### config.mk
export PLATFORM = sky130hd
export DESIGN_NAME = quoted_printable_decoder_core
export DESIGN_NICKNAME = d
export VERILOG_FILES = /design/src/rtl/qpd_pkg.sv /design/src/rtl/qpd_front.sv /design/src/rtl/qpd_queue.sv /design/src/rtl/qpd_back.sv /design/src/rtl/quoted_printable_decoder_core.sv
export SDC_FILE = /design/constraint.sdc
export NUM_CORES = 1
export LEC_CHECK = 0
export ABC_AREA = 1
export BUFFER_PORTS_ARGS = -buffer_cell sky130_fd_sc_hd__buf_2
export CORE_MARGIN = 8
export CORE_UTILIZATION = 40
export CTS_BUF_LIST = sky130_fd_sc_hd__clkbuf_16
export DETAILED_ROUTE_END_ITERATION = 8
export SLEW_MARGIN = 0
export SYNTH_ARGS = -nofsm -noshare
export SYNTH_HDL_FRONTEND = slang
export SYNTH_SLANG_ARGS = --single-unit
### constraint.sdc
create_clock -name clk_i -period 4.4 [get_ports clk_i]
set_clock_uncertainty 0.05 [all_clocks]
set_input_delay 0.66 -clock clk_i [delete_from_list [all_inputs] [get_ports clk_i]]
set_output_delay 0.66 -clock clk_i [all_outputs]
set_load 0.005 [all_outputs]
### src/rtl/qpd_pkg.sv
package qpd_pkg;

  localparam logic [7:0] CH_EQ  = 8'h3D;
  localparam logic [7:0] CH_CR  = 8'h0D;
  localparam logic [7:0] CH_LF  = 8'h0A;
  localparam logic [7:0] CH_DOT = 8'h2E;

  localparam int unsigned MaxBytes = 3;
  localparam int unsigned QDepth   = 2;
  localparam int unsigned QPtrW    = $clog2(QDepth);
  localparam int unsigned QCntW    = $clog2(QDepth + 1);

  // pending escape codes
  localparam logic [1:0] PEND_NONE = 2'd0;
  localparam logic [1:0] PEND_ONE  = 2'd1;
  localparam logic [1:0] PEND_TWO  = 2'd2;

  localparam int unsigned PaddrW = 3;
  localparam int unsigned PdataW = 32;

  typedef logic [MaxBytes-1:0][7:0] qpd_bytes_t;

  // one queue entry: up to three decoded bytes from a single request
  typedef struct packed {
    qpd_bytes_t bytes;
    logic [1:0] last_idx;
  } qpd_entry_t;

  function automatic logic is_hex(input logic [7:0] c);
    return (c >= 8'h30 && c <= 8'h39) ||
           (c >= 8'h41 && c <= 8'h46) ||
           (c >= 8'h61 && c <= 8'h66);
  endfunction

  function automatic logic [3:0] hex_val(input logic [7:0] c);
    logic [7:0] v;
    v = 8'h00;
    if (c >= 8'h30 && c <= 8'h39) begin
      v = c - 8'h30;
    end else if (c >= 8'h41 && c <= 8'h46) begin
      v = c - 8'h37;
    end else if (c >= 8'h61 && c <= 8'h66) begin
      v = c - 8'h57;
    end
    return v[3:0];
  endfunction

endpackage

### src/rtl/qpd_front.sv
module qpd_front
  import qpd_pkg::*;
(
  input  logic       clk_i,
  input  logic       rst_ni,
  input  logic       dot_stuffing_i,
  input  logic       in_valid_i,
  output logic       in_ready_o,
  input  logic [7:0] in_byte_i,
  input  logic       msg_last_i,
  input  logic       q_full_i,
  output logic       q_push_o,
  output qpd_entry_t q_entry_o
);

  logic [1:0] pend_q, pend_d;
  logic [7:0] lead_q, lead_d;
  logic       line_q, line_d;
  qpd_bytes_t buf_b;
  logic [1:0] n;
  logic       accept;
  logic       is_crlf;

  function automatic qpd_bytes_t put_byte(input qpd_bytes_t b, input logic [1:0] idx,
                                          input logic [7:0] v);
    qpd_bytes_t r;
    r = b;
    case (idx)
      2'd0: r[0] = v;
      2'd1: r[1] = v;
      2'd2: r[2] = v;
      default: ;
    endcase
    return r;
  endfunction

  assign in_ready_o = !q_full_i;
  assign accept     = in_valid_i && in_ready_o;
  assign is_crlf    = (in_byte_i == CH_CR) || (in_byte_i == CH_LF);

  always_comb begin
    buf_b  = '0;
    n      = 2'd0;
    pend_d = pend_q;
    lead_d = lead_q;
    line_d = line_q;
    if (pend_q != PEND_NONE) begin
      if (pend_q == PEND_TWO && is_crlf) begin
        // soft break; CR keeps the escape open
        line_d = 1'b1;
        if (in_byte_i == CH_LF) begin
          pend_d = PEND_NONE;
        end
      end else if (!is_hex(in_byte_i)) begin
        if (is_crlf) begin
          line_d = 1'b1;
        end else begin
          buf_b = put_byte(buf_b, n, CH_EQ);
          n     = n + 2'd1;
          if (pend_q == PEND_ONE) begin
            buf_b = put_byte(buf_b, n, lead_q);
            n     = n + 2'd1;
          end
          buf_b = put_byte(buf_b, n, in_byte_i);
          n     = n + 2'd1;
        end
        pend_d = PEND_NONE;
      end else if (pend_q == PEND_TWO) begin
        pend_d = PEND_ONE;
        lead_d = in_byte_i;
      end else begin
        pend_d = PEND_NONE;
        buf_b  = put_byte(buf_b, n, {hex_val(lead_q), hex_val(in_byte_i)});
        n      = n + 2'd1;
      end
    end else if (is_crlf) begin
      line_d = 1'b1;
      buf_b  = put_byte(buf_b, n, in_byte_i);
      n      = n + 2'd1;
    end else if (in_byte_i == CH_EQ) begin
      line_d = 1'b0;
      pend_d = PEND_TWO;
    end else begin
      if (line_q && dot_stuffing_i && in_byte_i == CH_DOT) begin
        line_d = 1'b0;
      end else begin
        line_d = 1'b0;
        buf_b  = put_byte(buf_b, n, in_byte_i);
        n      = n + 2'd1;
      end
    end

    if (msg_last_i) begin
      // an escape still open here has emitted nothing yet
      if (pend_d != PEND_NONE) begin
        buf_b = put_byte(buf_b, n, CH_EQ);
        n     = n + 2'd1;
        if (pend_d == PEND_ONE) begin
          buf_b = put_byte(buf_b, n, lead_d);
          n     = n + 2'd1;
        end
      end
      pend_d = PEND_NONE;
      lead_d = 8'h00;
      line_d = 1'b1;
    end
  end

  assign q_push_o           = accept && (n != 2'd0);
  assign q_entry_o.bytes    = buf_b;
  assign q_entry_o.last_idx = n - 2'd1;

  always_ff @(posedge clk_i or negedge rst_ni) begin
    if (!rst_ni) begin
      pend_q <= PEND_NONE;
      lead_q <= 8'h00;
      line_q <= 1'b1;
    end else if (accept) begin
      pend_q <= pend_d;
      lead_q <= lead_d;
      line_q <= line_d;
    end
  end

endmodule

### src/rtl/qpd_queue.sv
module qpd_queue
  import qpd_pkg::*;
(
  input  logic       clk_i,
  input  logic       rst_ni,
  input  logic       push_i,
  input  qpd_entry_t entry_i,
  output logic       full_o,
  input  logic       pop_i,
  output logic       empty_o,
  output qpd_entry_t head_o
);

  qpd_entry_t             mem_q [QDepth];
  logic [QPtrW-1:0]       wr_q, wr_d;
  logic [QPtrW-1:0]       rd_q, rd_d;
  logic [QCntW-1:0]       cnt_q, cnt_d;
  logic                   do_push, do_pop;

  assign full_o  = (cnt_q == QCntW'(QDepth));
  assign empty_o = (cnt_q == '0);
  assign head_o  = mem_q[rd_q];
  assign do_push = push_i && !full_o;
  assign do_pop  = pop_i && !empty_o;

  always_comb begin
    wr_d  = wr_q;
    rd_d  = rd_q;
    cnt_d = cnt_q;
    if (do_push) begin
      wr_d = (wr_q == QPtrW'(QDepth - 1)) ? '0 : wr_q + 1'b1;
    end
    if (do_pop) begin
      rd_d = (rd_q == QPtrW'(QDepth - 1)) ? '0 : rd_q + 1'b1;
    end
    if (do_push && !do_pop) begin
      cnt_d = cnt_q + 1'b1;
    end else if (do_pop && !do_push) begin
      cnt_d = cnt_q - 1'b1;
    end
  end

  always_ff @(posedge clk_i) begin
    if (do_push) begin
      mem_q[wr_q] <= entry_i;
    end
  end

  always_ff @(posedge clk_i or negedge rst_ni) begin
    if (!rst_ni) begin
      wr_q  <= '0;
      rd_q  <= '0;
      cnt_q <= '0;
    end else begin
      wr_q  <= wr_d;
      rd_q  <= rd_d;
      cnt_q <= cnt_d;
    end
  end

endmodule

### src/rtl/qpd_back.sv
module qpd_back
  import qpd_pkg::*;
(
  input  logic       clk_i,
  input  logic       rst_ni,
  input  logic       empty_i,
  input  qpd_entry_t head_i,
  output logic       pop_o,
  output logic       out_valid_o,
  input  logic       out_ready_i,
  output logic [7:0] out_byte_o,
  output logic       run_last_o
);

  logic [1:0] idx_q, idx_d;
  logic       take;

  assign out_valid_o = !empty_i;
  assign out_byte_o  = head_i.bytes[idx_q];
  assign run_last_o  = (idx_q == head_i.last_idx);
  assign take        = out_valid_o && out_ready_i;
  assign pop_o       = take && run_last_o;

  always_comb begin
    idx_d = idx_q;
    if (take) begin
      idx_d = run_last_o ? 2'd0 : idx_q + 2'd1;
    end
  end

  always_ff @(posedge clk_i or negedge rst_ni) begin
    if (!rst_ni) begin
      idx_q <= 2'd0;
    end else begin
      idx_q <= idx_d;
    end
  end

endmodule

### src/rtl/quoted_printable_decoder_core.sv
// Quoted-printable decoder: one encoded byte accepted per cycle while the queue is not full.
// Decoded bytes of an accepted request are registered in the queue and offered from its head.
// The output gives one byte per cycle while out_ready_i is high, so a request that yields three
// bytes holds the output while they drain (two-entry queue absorbs bursts).
// Reset (rst_ni low, asynchronous): no pending escape, start of line, dot stuffing off,
// queue empty.
module quoted_printable_decoder_core
  import qpd_pkg::*;
(
  input  logic              clk_i,
  input  logic              rst_ni,
  input  logic              in_valid_i,
  output logic              in_ready_o,
  input  logic [7:0]        in_byte_i,
  input  logic              msg_last_i,
  output logic              out_valid_o,
  input  logic              out_ready_i,
  output logic [7:0]        out_byte_o,
  output logic              run_last_o,
  input  logic              psel,
  input  logic              penable,
  input  logic              pwrite,
  input  logic [PaddrW-1:0] paddr,
  input  logic [PdataW-1:0] pwdata,
  output logic [PdataW-1:0] prdata,
  output logic              pready
);

  logic       dot_q;
  logic       q_full, q_empty, q_push, q_pop;
  qpd_entry_t q_entry, q_head;
  logic       reg_hit;

  // one register, selected when paddr[2] is low
  assign reg_hit = (paddr[PaddrW-1] == 1'b0);
  assign pready  = 1'b1;
  assign prdata  = reg_hit ? {{(PdataW-1){1'b0}}, dot_q} : '0;

  always_ff @(posedge clk_i or negedge rst_ni) begin
    if (!rst_ni) begin
      dot_q <= 1'b0;
    end else if (psel && penable && pwrite && reg_hit) begin
      dot_q <= pwdata[0];
    end
  end

  qpd_front u_front (
    .clk_i          (clk_i),
    .rst_ni         (rst_ni),
    .dot_stuffing_i (dot_q),
    .in_valid_i     (in_valid_i),
    .in_ready_o     (in_ready_o),
    .in_byte_i      (in_byte_i),
    .msg_last_i     (msg_last_i),
    .q_full_i       (q_full),
    .q_push_o       (q_push),
    .q_entry_o      (q_entry)
  );

  qpd_queue u_queue (
    .clk_i   (clk_i),
    .rst_ni  (rst_ni),
    .push_i  (q_push),
    .entry_i (q_entry),
    .full_o  (q_full),
    .pop_i   (q_pop),
    .empty_o (q_empty),
    .head_o  (q_head)
  );

  qpd_back u_back (
    .clk_i       (clk_i),
    .rst_ni      (rst_ni),
    .empty_i     (q_empty),
    .head_i      (q_head),
    .pop_o       (q_pop),
    .out_valid_o (out_valid_o),
    .out_ready_i (out_ready_i),
    .out_byte_o  (out_byte_o),
    .run_last_o  (run_last_o)
  );

endmodule

==> results.py, run 1 <==
metrics = {
    "die": {
        "die_x_microns": 119,
        "core_sq_um": 10300,
        "die_h_microns": 119,
        "dieArea_sq_um": 14100,
        "row_count": 37,
        "start_util_pct": 41.0,
        "io_pins": 95,
    },
    "yosys": {
        "synthFlopType": "edfxtp_1",
        "ys_seq_elements": 70,
        "ys_warn_count": 0,
        "synthesis.area_sq_um": 4240,
        "yosysTopAreaCell": "edfxtp_1",
        "netlist_top_cells_count": "nand2_1, nor2_1, o21ai_0",
        "synth_edf_count": 52,
        "synth_top_area_share_pct": 36.8,
        "synthCells": 501,
        "synth-async-reset-ratio_pct": 25.7,
        "syn_avg_cell_area_sq_um": 8.46,
        "synth_most_common_cell": "nand2_1",
        "synth_seq_area_share_pct": 47.5,
        "synth_area_leaders": "edfxtp_1, dfrtp_1, nand2_1, o21ai_0, buf_4",
        "yosysUniqueCellTypes": 38,
    },
    "worst_setup_path": {
        "reg2reg_slack_ns": 0.89,
        "cp.buffers_inverters": 4,
        "path_cells": "buf_2 -> inv_1 -> ha_1 -> inv_1 -> nand3_1 -> nand3_2 -> nand3_4 -> nand2_4 -> o21ai_0 -> o21ai_1 -> inv_1 -> ha_1 -> o21ai_0 -> a21oi_1 -> ha_1 -> nor2_1 -> ha_1 -> a21oi_1 -> o21ai_0 -> xor2_1",
        "start_kind": "primary input",
        "path_delay_family": "adder cells",
        "critical_path_class": "in -> reg",
        "r2r_start": "u_front.pend_q[0]",
        "crit_cells": 20,
        "cp-end-kind": "flip-flop",
        "cp-endpoint": "u_queue.cnt_q[1]",
        "cp.required_ns": 4.56,
        "rr_worst_depth": 17,
        "critPathArrivalTime_ns": 3.94,
        "crit_path_start": "in_byte_i[0]",
        "worstPathMaxFanout": 10,
        "cp_slowest_cell": "ha_1",
        "reg2reg_to": "u_queue.cnt_q[1]",
        "path_common_cell": "ha_1",
        "slowest_delay_ns": 0.31,
    },
    "clock_network": {
        "post_cts_buffers": 0,
        "cts_buffers": 9,
        "post_cts_resize_count": 0,
        "cts_tree": "yes",
        "worstSkewPairLatency_ns": 0.33,
        "clkSlewWorstSetupHoldPaths_ns": 0.06,
        "clockRootBuffer": "clkbuf_16",
        "cts_sinks": 70,
        "ctsHoldBuffers": 0,
        "htreeDepth": 3,
        "clockBufferDepth": 2,
    },
    "hold_path": {
        "min_path_type": "in -> async",
    },
    "routing": {
        "postRouteAntennaNets": 0,
        "wirelength_microns": 10600,
        "drt_iter0_markers": 234,
        "vias": 3378,
        "drc": 0,
        "routedWlPerCell_microns": 15.6,
        "drt_pass1_iterations": 4,
        "via_per_inst": 5.00,
    },
    "timing": {
        "timing.fmax_ghz": 0.265,
        "finalCritPeriodShare_pct": 85.9,
        "tightestPinTransition_ns": 0.509,
        "maxSlewHeadroom_pct": 65.7,
        "hold_violations": 0,
        "period_needed_ns": 3.78,
        "setup_violations": 0,
        "drv_slew": 0,
        "tns_ns": 0,
        "rsz0062_at_grt": "no",
    },
    "layout": {
        "syn_to_final_growth_pct": 11.5,
        "diodes": 0,
        "fin_area_sq_um": 4730,
        "layout.nets": 597,
        "drive_above_1_share_pct": 14.6,
        "num-fill-cells": 1022,
    },
    "global_routing": {
        "grt_pass1_vias": 3407,
        "grt_usage_pct": 15.1,
        "antenna_found_initial": 0,
        "overflow": 0,
        "grt_start_max_net_pins": 28,
        "grt_pass1_wl_microns": 17200,
    },
    "power": {
        "peakVddDrop_uv": 293,
        "power_leakage_nw": 2.14,
        "pwr_density_cell_nw_per_um2": 497,
        "total_power_mw": 2.35,
    },
    "place": {
        "port-buffer-count": 29,
        "place_congestion": 0.901,
        "place_area_sq_um": 4460,
        "hpwl_microns": 7820,
    },
    "status": {
        "status": "completed",
    },
    "run": {
        "cap_violations": 0,
    },
}
[cell type report]
cell class,count,area (sq um),area share (%)
Multi-Input combinational cell,356,1810,38.3
Inverter,60,228,4.82
Sequential cell,70,2010,42.6
Tap cell,136,170,3.60
Clock inverter,7,42.5,0.900
Clock buffer,9,225,4.76
Timing Repair Buffer,38,238,5.03
[sequential cells by signal, indices dropped and copies added, names as in the netlist]
name and cells:
u_back.idx_q 2, u_front.line_q 1, u_queue.rd_q 1, u_front.lead_q 8, u_queue.wr_q 1, u_queue.mem_q 52, u_queue.cnt_q 2, u_front.pend_q 2
dot_q 1
[where the power goes]
group | leakage [nW] | switching (mW) | internal, mW
logic | 1.28 | 0.485 | 0.266
clock network | 0.133 | 0.277 | 0.378
registers | 0.724 | 0.0621 | 0.883
[how the worst min path moves through the flow]
stage,from,slack (ns),endpoint
final,rst_ni,0.21,u_front.lead_q[4]
after detailed placement,u_queue.cnt_q[0],0.41,u_queue.cnt_q[0]
after floorplan,rst_ni,0.31,dot_q
after CTS,rst_ni,0.22,u_front.lead_q[4]
after global routing,rst_ni,0.24,u_front.lead_q[4]
after global placement,u_queue.cnt_q[0],0.41,u_queue.cnt_q[0]
[cell families (layout without fill, tap and decap cells)]
group / Yosys count / in the layout / synth area share (%)
and+or+nand+nor: 205 / 205 / 21.6
buffers and inverters: 105 / 114 / 12.5
AOI/OAI and AO/OA: 100 / 100 / 13.3
DFF: 70 / 70 / 47.5
adders and majority gates: 11 / 11 / 3.25
xor gates and xnor gates: 8 / 8 / 1.65
other: 2 / 32 / 0.177
[per-stage QoR]
step	worst slack [ns]	hold slack (ns)	std cells	util, %
detailed placement	0.258	0.413	660	43.2
finish	0.619	0.212	676	45.8
floorplan	-0.173	0.314	531	-
global route	0.305	0.243	676	45.8
global placement	0.380	0.412	660	43.2
CTS	0.603	0.222	676	45.8
[per-layer routing]
metal | up-vias | GRT usage, % | wire length, microns
li1 | 1678 | - | -
met1 | 1581 | 18.8 | 4840
met2 | 106 | 25.5 | 5000
met3 | 13 | 3.92 | 612
met4 | 0 | 3.87 | 108
met5 | - | 0 | 0
[cell usage in the layout, fill, tap and decap left out, types with 5 or more instances in the layout]
| cell | count |
|---|---|
| clkbuf_16 | 9 |
| o21a_1 | 5 |
| xor2_1 | 7 |
| nand2_1 | 89 |
| inv_1 | 54 |
| nand4_1 | 5 |
| o22ai_1 | 19 |
| nor2_1 | 59 |
| nand3_1 | 29 |
| edfxtp_1 | 52 |
| ha_1 | 11 |
| a21oi_1 | 10 |
| buf_2 | 29 |
| o21ai_0 | 54 |
| buf_4 | 7 |
| dfrtp_1 | 17 |
| nand2_2 | 7 |
| conb_1 | 32 |
Note: power is estimated with default switching activity, not from simulation.
==> run 2, diff against run 1 <==
--- a/config.mk
+++ b/config.mk
@@ -5,12 +5,12 @@
 export SDC_FILE = /design/constraint.sdc
 export NUM_CORES = 1
 export LEC_CHECK = 0
-export ABC_AREA = 1
 export BUFFER_PORTS_ARGS = -buffer_cell sky130_fd_sc_hd__buf_2
 export CORE_MARGIN = 8
 export CORE_UTILIZATION = 40
 export CTS_BUF_LIST = sky130_fd_sc_hd__clkbuf_16
 export DETAILED_ROUTE_END_ITERATION = 8
+export REMOVE_ABC_BUFFERS = 1
 export SLEW_MARGIN = 0
 export SYNTH_ARGS = -nofsm -noshare
 export SYNTH_HDL_FRONTEND = slang
==> results.py, run 2 <==
metrics = {
    "layout": {
        "largest_reg_flops": 52,
        "syn_to_final_growth_pct": 11.8,
        "drive_above_1_share_pct": 19.5,
        "stdcell_count": 523,
        "layout.nets": 447,
        "regMostFlops": "u_queue.mem_q",
        "final_util_pct": 46.1,
        "diodes": 0,
        "final_cell_mix": "edfxtp_1, conb_1, nand2_1",
        "multi_input_area_sq_um": 1730,
        "num-fill-cells": 914,
        "regArea_sq_um": 2010,
        "reg.largest.list": "u_queue.mem_q (52), u_front.lead_q (8)",
        "final_common_cell": "edfxtp_1",
    },
    "die": {
        "die_h_microns": 116,
        "start_util_pct": 41.3,
        "die_x_microns": 116,
        "row_count": 36,
        "dieArea_sq_um": 13600,
        "io_pins": 95,
        "core_sq_um": 9770,
    },
    "power": {
        "clkPwrFrac_pct": 30.2,
        "swShare_pct": 30.4,
        "pwr_density_cell_nw_per_um2": 529,
        "seqPwrFrac_pct": 43.1,
        "power_leakage_nw": 1.84,
        "total_power_mw": 2.38,
        "intPower_mw": 1.66,
        "power_frac_comb_pct": 26.6,
        "peakVddDrop_uv": 193,
        "switching_power_mw": 0.725,
    },
    "worst_setup_path": {
        "crit_path_start": "in_byte_i[0]",
        "worstPathMaxFanout": 26,
        "start_kind": "primary input",
        "cp.required_ns": 4.38,
        "critical_path_class": "in -> reg",
        "r2r_start": "u_front.pend_q[1]",
        "cp-end-kind": "flip-flop",
        "critPathArrivalTime_ns": 3.78,
    },
    "yosys": {
        "yosysTopAreaCell": "edfxtp_1",
        "synth_fa_ha_area_share_pct": 3.41,
        "synth_compound_area_share_pct": 15.0,
        "synth_top_family_by_area": "compound AO/OA/AOI/OAI gates",
        "netlist_top_cells_count": "edfxtp_1, buf_4, nand2_1",
        "synth_most_common_cell": "edfxtp_1",
        "synth-xor-area-share_pct": 1.74,
        "synthFlopType": "edfxtp_1",
        "yosysUniqueCellTypes": 63,
        "synth_area_leaders": "edfxtp_1, dfrtp_1, buf_4, mux4_2, ha_1",
        "synth.mux.area_fraction_pct": 7.79,
        "synth_simple_gate_area_share_pct": 11.8,
        "synth_seq_area_share_pct": 49.9,
        "ys_warn_count": 0,
        "synthesis.area_sq_um": 4030,
        "ys_seq_elements": 70,
        "synth_edf_count": 52,
        "syn_avg_cell_area_sq_um": 11.3,
        "synth-async-reset-ratio_pct": 25.7,
        "synth_top_area_share_pct": 38.7,
        "synthCells": 358,
    },
    "clock_network": {
        "cts_sinks": 70,
        "htreeDepth": 3,
        "clockBufferDepth": 2,
        "post_cts_resize_count": 0,
        "ctsHoldBuffers": 0,
        "worstSkewPairLatency_ns": 0.33,
        "cts_buffers": 9,
        "clkSlewWorstSetupHoldPaths_ns": 0.06,
        "post_cts_buffers": 0,
        "clockRootBuffer": "clkbuf_16",
        "cts_tree": "yes",
    },
    "timing": {
        "rsz0062_at_grt": "no",
        "whs_ns": 0.214,
        "setup_violations": 0,
        "timing.fmax_ghz": 0.263,
        "drv_slew": 0,
        "period_needed_ns": 3.80,
        "tightestPinTransition_ns": 0.843,
        "maxSlewHeadroom_pct": 43.8,
        "hold_violations": 0,
        "finalCritPeriodShare_pct": 86.4,
    },
    "routing": {
        "drt_pass1_iterations": 5,
        "drc": 0,
        "wirelength_microns": 9170,
        "drt_iter0_markers": 301,
        "vias": 2729,
        "via_per_inst": 5.22,
        "postRouteAntennaNets": 0,
        "routedWlPerCell_microns": 17.5,
    },
    "global_routing": {
        "overflow": 0,
        "grt_pass1_vias": 2723,
        "antenna_found_initial": 0,
        "grt_pass1_wl_microns": 14600,
        "grt_usage_pct": 14.3,
        "grt_start_max_net_pins": 27,
    },
    "run": {
        "cap_violations": 0,
    },
    "place": {
        "place_inst": 507,
        "hpwl_microns": 6690,
        "place_congestion": 0.931,
        "port-buffer-count": 29,
    },
    "status": {
        "status": "completed",
    },
    "hold_path": {
        "min_path_type": "in -> async",
    },
}
==> run 2: logic make-up (layout without fill, tap and decap cells) <==
kind of cell | Yosys count | in the layout
AO/OA/AOI/OAI | 82 | 82
XOR/XNOR | 8 | 8
adder cells (fa/ha/maj) | 11 | 11
buffers and inverters | 70 | 72
flip-flops | 70 | 70
multiplexers | 21 | 21
other | 2 | 32
AND/OR/NAND/NOR | 94 | 94
==> run 2: power by group through the flow <==
stage / clock network, mW / registers, mW / logic [mW]
CTS: 0.730 / 1.03 / 0.646
floorplan: 0 / 1.01 / 0.424
detailed placement: 0 / 1.05 / 0.644
global route: 0.768 / 1.06 / 0.708
finish: 0.721 / 1.03 / 0.635
global placement: 0 / 1.04 / 0.636
==> run 2: metrics by stage <==
| stage | setup TNS, ns | worst slack [ns] | area [sq um] |
|---|---|---|---|
| 6_report | 0 | 0.599 | 4510 |
| 5_1_grt | 0 | 0.406 | 4510 |
| 4_1_cts | 0 | 0.578 | 4510 |
| 3_5_place_dp | 0 | 0.260 | 4210 |
| 3_3_place_gp | 0 | 0.278 | 4210 |
| 2_1_floorplan | -17.28 | -0.664 | 3810 |
==> run 2: final cells by class <==
cell class / instances / share of cell area (%)
flip-flops and latches: 70 / 44.7
multi-input cells: 248 / 38.3
repair buffers: 37 / 5.11
clock buffers: 9 / 5.00
well taps: 133 / 3.69
clock inverters: 7 / 1.64
inverters: 19 / 1.58
==> run 2: path summary, 6_finish.rpt <==
kind,end,slack (ns),depth (start not counted)
worst min-delay path,u_queue.wr_q,0.21,1
worst max register to register,u_queue.mem_q[1][23],1.15,10
worst min register to register,u_queue.cnt_q[1],0.43,1
worst max-delay path,u_queue.mem_q[1][23],0.60,16
max in group asynchronous,u_front.line_q,3.75,1
min in group clk_i,u_queue.cnt_q[1],0.43,1
==> run 2: layer usage <==
| layer | wire length, microns | vias to the layer above | GRT usage [%] |
|---|---|---|---|
| met3 | 440 | 12 | 3.77 |
| met1 | 4110 | 1333 | 18.0 |
| met4 | 135 | 0 | 5.45 |
| met2 | 4490 | 76 | 22.8 |
| met5 | 0 | - | 0 |
| li1 | - | 1308 | - |
==> run 2: worst max-delay path: stages <==
cell and delay [ns]:
buf_2 0.22, inv_1 0.10, ha_1 0.25, mux2_2 0.29, nand3_1 0.14, nand2_1 0.17, o21a_1 0.14, o21ai_0 0.36
inv_1 0.09, ha_1 0.30, a21oi_1 0.15, nor2_1 0.07, ha_1 0.21, nor2_1 0.22, and2_1 0.21, buf_12 0.19
==> run 3, diff against run 2 <==
--- a/config.mk
+++ b/config.mk
@@ -10,6 +10,7 @@
 export CORE_UTILIZATION = 40
 export CTS_BUF_LIST = sky130_fd_sc_hd__clkbuf_16
 export DETAILED_ROUTE_END_ITERATION = 8
+export RECOVER_POWER = 100
 export REMOVE_ABC_BUFFERS = 1
 export SLEW_MARGIN = 0
 export SYNTH_ARGS = -nofsm -noshare
==> results.py, run 3 (synthesized netlist as in run 2, its figures left out) <==
metrics = {
    "worst_setup_path": {
        "worstPathMaxFanout": 26,
        "cp.buffers_inverters": 4,
        "reg2reg_slack_ns": 1.16,
        "rr_worst_depth": 10,
        "path_cells": "clkbuf_1 -> inv_1 -> ha_1 -> mux2_2 -> nand3_1 -> nand2_1 -> o21a_1 -> o21ai_0 -> inv_1 -> ha_1 -> a21oi_1 -> nor2_1 -> ha_1 -> nor2_1 -> and2_1 -> buf_12",
        "critical_path_class": "in -> reg",
        "reg2reg_to": "u_queue.mem_q[1][23]",
        "cp-end-kind": "flip-flop",
        "start_kind": "primary input",
        "critPathArrivalTime_ns": 3.94,
        "path_delay_family": "simple AND/OR/NAND/NOR gates",
        "slowest_delay_ns": 0.36,
        "cp.required_ns": 4.38,
        "r2r_start": "u_front.pend_q[1]",
        "cp_slowest_cell": "o21ai_0",
        "path_common_cell": "ha_1",
    },
    "layout": {
        "regMostFlops": "u_queue.mem_q",
        "final_cell_mix": "edfxtp_1, conb_1, nand2_1",
        "largest_reg_flops": 52,
        "stdcell_count": 523,
        "layout.nets": 447,
        "reg.largest.list": "u_queue.mem_q (52), u_front.lead_q (8)",
        "drive_above_1_share_pct": 14.9,
        "diodes": 0,
        "final_common_cell": "edfxtp_1",
        "syn_to_final_growth_pct": 10.8,
    },
    "power": {
        "pwr_density_cell_nw_per_um2": 529,
        "peakVddDrop_uv": 194,
        "power_leakage_nw": 1.78,
        "total_power_mw": 2.37,
    },
    "routing": {
        "wirelength_microns": 9220,
        "drc": 0,
        "via_per_inst": 5.28,
        "routedWlPerCell_microns": 17.6,
        "postRouteAntennaNets": 0,
        "drt_pass1_iterations": 5,
        "drt_iter0_markers": 281,
        "vias": 2761,
    },
    "clock_network": {
        "post_cts_buffers": 0,
        "clockRootBuffer": "clkbuf_16",
        "clkSlewWorstSetupHoldPaths_ns": 0.06,
        "post_cts_resize_count": 0,
        "cts_tree": "yes",
        "cts_sinks": 70,
        "cts_buffers": 9,
        "htreeDepth": 3,
        "clockBufferDepth": 2,
        "ctsHoldBuffers": 0,
        "worstSkewPairLatency_ns": 0.33,
    },
    "timing": {
        "drv_slew": 0,
        "period_needed_ns": 3.96,
        "tightestPinTransition_ns": 1.05,
        "maxSlewHeadroom_pct": 30.0,
        "rsz0062_at_grt": "no",
        "tns_ns": 0,
        "setup_violations": 0,
        "finalCritPeriodShare_pct": 90.0,
        "hold_violations": 0,
        "timing.fmax_ghz": 0.253,
    },
    "global_routing": {
        "grt_pass1_wl_microns": 14600,
        "grt_usage_pct": 14.3,
        "antenna_found_initial": 0,
        "overflow": 0,
        "grt_start_max_net_pins": 27,
        "grt_pass1_vias": 2723,
    },
    "die": {
        "io_pins": 95,
        "dieArea_sq_um": 13600,
        "start_util_pct": 41.3,
        "die_x_microns": 116,
        "core_sq_um": 9770,
        "die_h_microns": 116,
        "row_count": 36,
    },
    "status": {
        "status": "completed",
    },
    "place": {
        "place_inst": 507,
        "hpwl_microns": 6690,
        "port-buffer-count": 29,
        "place_congestion": 0.931,
    },
    "hold_path": {
        "worstHoldStart": "u_queue.wr_q",
        "min_path_type": "reg -> reg",
        "min_to": "u_queue.wr_q",
        "hold_depth": 1,
    },
    "run": {
        "cap_violations": 0,
    },
}
[run 3: changes by cell type in the layout (fill, tap and decap cells not counted), sizes merged]
cell,previous run,this run
clkbuf,9,25
buf,37,21
[run 3: how the worst max path moves through the flow]
stage / cells past startpoint / slack [ns] / end / startpoint
after CTS: 16 / 0.58 / u_queue.mem_q[1][14] / in_byte_i[0]
after global placement: 16 / 0.28 / u_queue.mem_q[1][5] / in_byte_i[0]
after detailed placement: 16 / 0.26 / u_queue.mem_q[1][19] / in_byte_i[0]
after floorplan: 13 / -0.66 / u_queue.mem_q[0][0] / in_byte_i[1]
after global routing: 16 / 0.21 / u_queue.mem_q[1][14] / in_byte_i[1]
final: 16 / 0.44 / u_queue.mem_q[1][23] / in_byte_i[1]
[run 3: per-stage QoR]
stage	hold slack (ns)	setup WS (ns)	instance area, sq um	util, %
after global routing	0.466	0.214	4470	45.7
final	0.433	0.440	4470	45.7
after detailed placement	0.433	0.260	4210	43.0
after floorplan	0.314	-0.664	3810	-
after global placement	0.420	0.278	4210	43.0
after CTS	0.224	0.578	4510	46.1
[run 3: area by class of cell]
type / count / area (sq um)
Clock buffer: 9 / 225
Clock inverter: 7 / 73.8
Fill cell: 928 / 5310
Inverter: 19 / 71.3
Multi-Input combinational cell: 248 / 1720
Sequential cell: 70 / 2010
Tap cell: 133 / 166
Timing Repair Buffer: 37 / 203
[run 3: layer usage]
layer / wire length (microns) / share of wire [%] / global-route usage (%)
met2: 4520 / 49 / 22.8
met1: 4120 / 45 / 18.0
met3: 462 / 5.0 / 3.77
met5: 0 / 0 / 0
met4: 126 / 1.4 / 5.45
[run 3: power breakdown]
group	total (mW)	switching (mW)	internal [mW]
Sequential	1.03	0.138	0.889
Combinational	0.619	0.309	0.310
Clock	0.720	0.280	0.440
Total	2.37	0.727	1.64
